File: config.mk
export PLATFORM = sky130hd
export DESIGN_NAME = lzwd_ctrl
export DESIGN_NICKNAME = d
export VERILOG_FILES = /design/src/hw/rtl/assert_macros.svh /design/src/hw/rtl/lzwd_pkg.sv /design/src/hw/rtl/lzwd_ctrl.sv
export SDC_FILE = /design/constraint.sdc
export NUM_CORES = 1
export LEC_CHECK = 0
export ABC_AREA = 1
export BUFFER_PORTS_ARGS = -buffer_cell sky130_fd_sc_hd__buf_2
export CAP_MARGIN = 20
export CORE_AREA = 2 2 39 41
export CTS_BUF_LIST = sky130_fd_sc_hd__clkbuf_8
export CTS_CLUSTER_DIAMETER = 100
export CTS_CLUSTER_SIZE = 40
export DETAILED_ROUTE_END_ITERATION = 10
export DIE_AREA = 0 0 41 43
export GPL_ROUTABILITY_DRIVEN = 1
export GPL_TIMING_DRIVEN = 0
export SLEW_MARGIN = 15
export SYNTH_ARGS = -nofsm -noshare
export SYNTH_HDL_FRONTEND = slang
export SYNTH_SLANG_ARGS = --single-unit
File: constraint.sdc
create_clock -name clk -period 2.1 [get_ports clk]
set_input_delay 0.105 -clock clk [delete_from_list [all_inputs] [get_ports clk]]
set_output_delay 0.105 -clock clk [all_outputs]
set_load 0.01 [all_outputs]
File: src/hw/rtl/assert_macros.svh
// assertion macros shared by the rtl modules
`ifndef ASSERT_MACROS_SVH
`define ASSERT_MACROS_SVH

// same-cycle implication
`define ASSERT_IMPLY(label, clk, rst_n, ante, cons, msg) \
    label: assert property (@(posedge clk) disable iff (!rst_n) (ante) |-> (cons)) \
        else $error(msg);

// next-cycle implication
`define ASSERT_NEXT(label, clk, rst_n, ante, cons, msg) \
    label: assert property (@(posedge clk) disable iff (!rst_n) (ante) |=> (cons)) \
        else $error(msg);

`endif

File: src/hw/rtl/lzwd_pkg.sv
// shared constants and controller/datapath interface types for the lz77 window decoder
package lzwd_pkg;

    localparam int MAX_OFFSET_BITS_DEF = 12;
    localparam int MAX_LENGTH_BITS_DEF = 5;
    localparam int MAX_COUNT_BITS      = 14;
    localparam int ACC_W               = 14;
    localparam int LIT_W               = 8;

    localparam logic [3:0] OFFSET_BITS_RST = 4'd12;
    localparam logic [2:0] LENGTH_BITS_RST = 3'd4;
    localparam logic [3:0] COUNT_BITS_RST  = 4'd8;

    typedef enum logic [1:0] {
        CFG_OFFSET_BITS = 2'd0,
        CFG_LENGTH_BITS = 2'd1,
        CFG_COUNT_BITS  = 2'd2
    } cfg_index_t;

    typedef struct packed {
        logic load_byte;
        logic step_bit;
        logic copy_rd;
        logic copy_wr;
        logic flush;
    } lzwd_cmd_t;

    typedef struct packed {
        logic byte_end;
        logic stream_done;
        logic emit_now;
        logic match_now;
        logic push_ok;
        logic copy_last;
    } lzwd_status_t;

endpackage

File: src/hw/rtl/lzwd_ctrl.sv
// sequencing state machine: byte accept, bit steps, history copy, end-of-beat flush
module lzwd_ctrl
    import lzwd_pkg::*;
(
    input  logic         clk,
    input  logic         rst_n,
    input  logic         in_valid,
    output logic         in_ready,
    input  lzwd_status_t status,
    output lzwd_cmd_t    cmd
);

    typedef enum logic [2:0] {
        ST_IDLE,
        ST_BITS,
        ST_COPY_RD,
        ST_COPY_WR,
        ST_FLUSH
    } state_t;

    state_t state_reg;
    state_t state_next;

    always_comb
    begin
        state_next = state_reg;
        cmd        = '0;
        in_ready   = 1'b0;
        case (state_reg)
            ST_IDLE:
            begin
                in_ready = 1'b1;
                if (in_valid)
                begin
                    cmd.load_byte = 1'b1;
                    state_next    = ST_BITS;
                end
            end
            ST_BITS:
            begin
                if (status.byte_end || status.stream_done)
                begin
                    state_next = ST_FLUSH;
                end
                else if (!status.emit_now || status.push_ok)
                begin
                    cmd.step_bit = 1'b1;
                    if (status.match_now)
                    begin
                        state_next = ST_COPY_RD;
                    end
                end
            end
            ST_COPY_RD:
            begin
                cmd.copy_rd = 1'b1;
                state_next  = ST_COPY_WR;
            end
            ST_COPY_WR:
            begin
                if (status.push_ok)
                begin
                    cmd.copy_wr = 1'b1;
                    state_next  = status.copy_last ? ST_BITS : ST_COPY_RD;
                end
            end
            ST_FLUSH:
            begin
                if (status.push_ok)
                begin
                    cmd.flush  = 1'b1;
                    state_next = ST_IDLE;
                end
            end
            default:
            begin
                state_next = ST_IDLE;
            end
        endcase
    end

    always_ff @(posedge clk or negedge rst_n)
    begin
        if (!rst_n)
        begin
            state_reg <= ST_IDLE;
        end
        else
        begin
            state_reg <= state_next;
        end
    end

endmodule

==> reports/qor.txt, run 1 <==
CTS Buffer Depth: 2
fmax: 0.774 GHz
final core utilization: 0.295
post-route cell area: 408 um^2
die area: 0.00176 mm^2
#FFs+latches synth: 3
post-layout minimum cycle time: 1.29 ns
routed via count: 343
Slew @ Worst Pin: 0.241 ns
CP arrival: 1.19 ns
area leader, netlist: dfrtp_1
HPWL after DPL: 531 um
Routed Antenna Nets: 0
largest net degree at the start of global routing: 10
syn_nets: 51
Via density: 4.45
Pleak: 0.236 nW
clk slew on worst S/H paths: 0.03 ns
Hold Violations, Final: 0
highest-count cells in the layout ignoring fill and taps: 14 x buf_2, 12 x nand2_1, 5 x inv_1, 5 x nand3_1, 4 x nor2_1
Core Region: 0.00138 mm^2
WL/cell: 8.88 um
Pre-antenna DRT Iters: 4
clk_skew: 0.000881 ns
Iter 0 DRT Violations: 7
aggregate routed wire length: 684 um
Critical Path End Type: output pin
worst min-delay path class: primary input to flip-flop
CTS Sinks: 3
proportion of layout cells with a drive suffix above 1: 0.377
synth-to-layout area growth: 55.2%
critical path class: flip-flop to output pin
busiest grt layer: met2
top cell type's share of synthesized area: 0.286
Resized Gates After CTS: 0
clock buffer count from CTS: 3
pwr dens: 1350 mW/mm^2
max reg flops: 3
Final setup viols: 0
Buffers on Ports: 14
Nets: 71
Worst EP required: 2.00 ns
met1 Usage GRT: 0.117
Global Route Usage Sum: 0.0977
Chip Height: 43 um
setup TNS: 0 ns
clk_lat worst skew: 0.22 ns
routability cong.: 0.799
Cells after Synth: 42
cell area after synthesis: 263 um^2
RSZ-0062 raised after global routing: no
Syn. warnings: 0
Maximum Capacitance Violations: 0
vias in the first global route: 279
largest cells by area after synthesis: dfrtp_1 29%, nand2_1 17%, nand3_1 9.5%
TritonCTS clock tree: yes
initial core utilization: 0.190
Final period util: 0.615
# IOs: 15
Flop pwr share: 0.211
Worst IR Drop VDD: 0.000391 V
worst rel slew slack: 0.839
Synth cell types: 15
most common cell after layout, fill and taps aside: buf_2
DRC: 0
antenna violations before repair: 0
placed instance area: 353 um^2
diode count: 0
CTS Root Cell: clkbuf_8
Switch Pwr: 0.234 mW
met3 Track Usage GR: 0.0471
syn_area_per_cell: 6.26 um^2
# fillers: 157
Internal: 0.316 mW
Max Fanout on Critical Path: 5
met2 GRT Util: 0.125
global route total overflow: 0
# rows: 14
power share of the combinational group: 0.492
final max-slew violation count: 0
clock power share: 0.296
status: completed
first-pass GRT wire length: 1120 um
die width: 41 um
H-tree level count: 1
Seq/Total Area, Yosys: 0.286
switch share: 0.426
Startpoint Class: flip-flop
[per-layer routing]
metal  wire length, um  part of all wire
met1               312              0.46
met2               316              0.46
met3                39             0.057
met4                15             0.022
met5                 0                 0
[synth_stat cells]
cell      n
inv_2     1
nand2_2   1
o21ai_0   2
nor2_1    4
nor3_1    2
nand2_1  12
nand3_1   5
nor2_2    1
dfrtp_1   3
nand4_1   3
a21oi_1   1
buf_4     1
nor3_2    1
nand3_2   1
inv_1     4
[power groups by stage]
stage	Clock [mW]	Combinational, mW	Sequential (mW)
final	0.163	0.271	0.116
after global placement	0	0.269	0.116
after floorplan	0	0.200	0.109
after CTS	0.169	0.274	0.116
after detailed placement	0	0.270	0.117
after global routing	0.175	0.311	0.122
[what timing repair did]
action / 4_1_cts / 5_1_grt
setup buffers: 0 / 0
hold buffers: 1 / 0
endpoints found under the hold margin: 3 / 0
[worst paths after layout]
kind	start	endpoint	slack, ns	cells after the start
min	status[1]	state_reg[2]	0.11	2
max in group asynchronous	rst_n	state_reg[0]	1.78	2
min reg2reg	state_reg[0]	state_reg[0]	0.64	2
max reg2reg	state_reg[2]	state_reg[0]	0.99	6
min in group asynchronous	rst_n	state_reg[1]	0.21	2
max	state_reg[2]	cmd[4]	0.81	4
[kinds of logic (layout without fill, tap and decap cells)]
kind of cell	after synthesis	count (layout)	share of synthesized area
and+or+nand+nor	30	30	0.557
AOI/OAI and AO/OA	3	3	0.0571
buffers and inverters	6	25	0.100
DFF	3	3	0.286
[area by class of cell]
| class | count | area [um^2] | share of cell area |
|---|---|---|---|
| timing repair buffer | 15 | 80.1 | 0.196 |
| clock inverter | 1 | 3.75 | 0.00920 |
| clock buffer | 3 | 41.3 | 0.101 |
| inverter | 5 | 18.8 | 0.0460 |
| buffer | 1 | 7.51 | 0.0184 |
| tap | 16 | 20.0 | 0.0491 |
| sequential | 3 | 75.1 | 0.184 |
| multi-input combinational | 33 | 161 | 0.396 |
[critical path, stage by stage (launching register included)]
cell	delay, ns
dfrtp_1	0.41
inv_1	0.14
nand2_1	0.12
nor3_1	0.14
buf_2	0.15
[per-stage QoR]
stage          hold WS [ns]  setup slack (ns)  total power [mW]  std cells
6_report              0.114             0.808             0.550         77
3_3_place_gp        -0.0975              1.00             0.385         72
4_1_cts               0.111             0.795             0.559         77
5_1_grt               0.151             0.704             0.608         77
3_5_place_dp        -0.0971             0.992             0.387         72
2_1_floorplan        -0.191              1.01             0.310         42
(Power assumes the default switching activity.)
==> run 2, diff against run 1 <==
clock period = 1.2 ns   (was 2.1 ns; I/O delays follow)
==> reports/qor.txt, run 2 (synthesized netlist as in run 1, its figures left out) <==
met2 GRT Util: 0.166 (+0.0406)
setup TNS: 0 ns (unchanged)
routability cong.: 0.799 (unchanged)
Core Region: 0.00138 mm^2 (unchanged)
# rows: 14 (unchanged)
CP arrival: 1.13 ns (-0.06 ns)
die width: 41 um (unchanged)
clock power share: 0.219 (-0.077)
pre-CTS setup slack: 0.0919 ns (-0.900 ns)
Buffers on Ports: 14 (unchanged)
Flop pwr share: 0.158 (-0.053)
fmax: 0.841 GHz
switch share: 0.421 (-0.00442)
CTS Root Cell: clkbuf_8
busiest grt layer: met2
largest net degree at the start of global routing: 7 (-3)
critical path class: flip-flop to output pin
antenna violations before repair: 0 (unchanged)
final max-slew violation count: 0 (unchanged)
Routed Antenna Nets: 0 (unchanged)
most common cell after layout, fill and taps aside: buf_2
worst min-delay path class: primary input to flip-flop
WL/cell: 10.6 um (+19%)
Critical Path End Type: output pin
power share of the combinational group: 0.622 (+0.130)
# IOs: 15 (unchanged)
DRC: 0 (unchanged)
Maximum Capacitance Violations: 0 (unchanged)
H-tree level count: 1 (unchanged)
Final setup viols: 0 (unchanged)
Hold Violations, Final: 0 (unchanged)
synth-to-layout area growth: 105%
vias in the first global route: 341 (+22%)
CTS Sinks: 3 (unchanged)
clk_lat worst skew: 0.22 ns (about the same)
initial core utilization: 0.190 (unchanged)
Internal: 0.780 mW (+150%)
max reg flops: 3 (unchanged)
RSZ-0062 raised after global routing: yes
pwr dens: 2500 mW/mm^2 (+86%)
Final period util: 0.991
Startpoint Class: flip-flop
Pleak: 0.290 nW (+23%)
Switch Pwr: 0.568 mW (+140%)
met1 Usage GRT: 0.127 (+0.00974)
Chip Height: 43 um (unchanged)
Global Route Usage Sum: 0.114 (+0.0161)
Worst IR Drop VDD: 0.00105 V (+170%)
first-pass GRT wire length: 1300 um (+17%)
global route total overflow: 0 (unchanged)
proportion of layout cells with a drive suffix above 1: 0.620 (+0.243)
HPWL after DPL: 531 um (unchanged)
routed via count: 389 (+13%)
Hold Path Stages: 2 (unchanged)
Max Fanout on Critical Path: 4 (-1)
Worst EP required: 1.14 ns (-0.86 ns)
die area: 0.00176 mm^2 (unchanged)
Pre-antenna DRT Iters: 4 (unchanged)
clock buffer count from CTS: 3 (unchanged)
met3 Track Usage GR: 0.0471 (unchanged)
Final Worst Setup Slack: 0.0107 ns (-0.797 ns)
clk_skew: 0.00216 ns (+0.00128 ns)
worst rel slew slack: 0.851 (+0.0122)
aggregate routed wire length: 920 um (+35%)
# fillers: 148 (-5.7%)
Via density: 4.47 (+0.38%)
Slew @ Worst Pin: 0.221 ns (-0.0206 ns)
Nets: 81 (+14%)
worst reg-to-reg path cell count: 8 (+2)
clk slew on worst S/H paths: 0.03 ns (about the same)
diode count: 0 (unchanged)
CTS Buffer Depth: 2 (unchanged)
TritonCTS clock tree: yes
Iter 0 DRT Violations: 6 (-1)
highest-count cells in the layout ignoring fill and taps: 14 x buf_2, 11 x nand2_1, 9 x buf_4
post-layout minimum cycle time: 1.19 ns
status: completed
-- run 2: metrics by stage --
step	hold slack [ns]	std cells	power, mW	cell area, um^2	utilization
finish	0.0883	87	1.35	538	0.389
detailed placement	-0.142	72	0.678	353	0.255
floorplan	-0.236	42	0.542	263	-
global route	0.124	87	1.45	538	0.389
CTS	0.0659	85	1.17	478	0.345
global placement	-0.143	72	0.674	353	0.255
-- run 2: layer usage --
| layer | part of all wire | routed length [um] |
|---|---|---|
| met1 | 0.40 | 364 |
| met2 | 0.54 | 498 |
| met3 | 0.045 | 41 |
| met4 | 0.016 | 15 |
| met5 | 0 | 0 |
-- run 2: path summary, 6_finish.rpt --
check / start / to / slack [ns]
max reg2reg: state_reg[1] / state_reg[1] / 0.02
min: status[1] / state_reg[2] / 0.09
min reg2reg: state_reg[2] / state_reg[1] / 0.65
max in group asynchronous: rst_n / state_reg[0] / 0.91
min in group asynchronous: rst_n / state_reg[1] / 0.17
max: state_reg[2] / cmd[2] / 0.01
-- run 2: power groups by stage --
stage | logic [mW] | clock network, mW | registers (mW)
floorplan | 0.351 | 0 | 0.192
global placement | 0.471 | 0 | 0.204
detailed placement | 0.473 | 0 | 0.205
CTS | 0.676 | 0.296 | 0.194
global route | 0.920 | 0.312 | 0.221
finish | 0.839 | 0.296 | 0.214
-- run 2: final cells by class --
cell class / count / area (um^2) / share of cell area
multi-input cells: 33 / 201 / 0.374
repair buffers: 25 / 159 / 0.295
flip-flops and latches: 3 / 77.6 / 0.144
clock buffers: 3 / 41.3 / 0.0767
inverters: 5 / 23.8 / 0.0442
well taps: 16 / 20.0 / 0.0372
plain buffers: 1 / 11.3 / 0.0209
clock inverters: 1 / 3.75 / 0.00698
-- run 2: critical path, cell delays in order (launching register included) --
cell and delay, ns:
dfrtp_2 0.45, buf_4 0.17, nor3_2 0.15, buf_2 0.14
-- run 2: repair_timing --
action,4_1_cts,5_1_grt
endpoints found under the hold margin,3,0
resized for setup,5,12
hold buffers,1,0
setup buffers,8,2
endpoints found under the setup margin,4,9
pin swaps,1,3
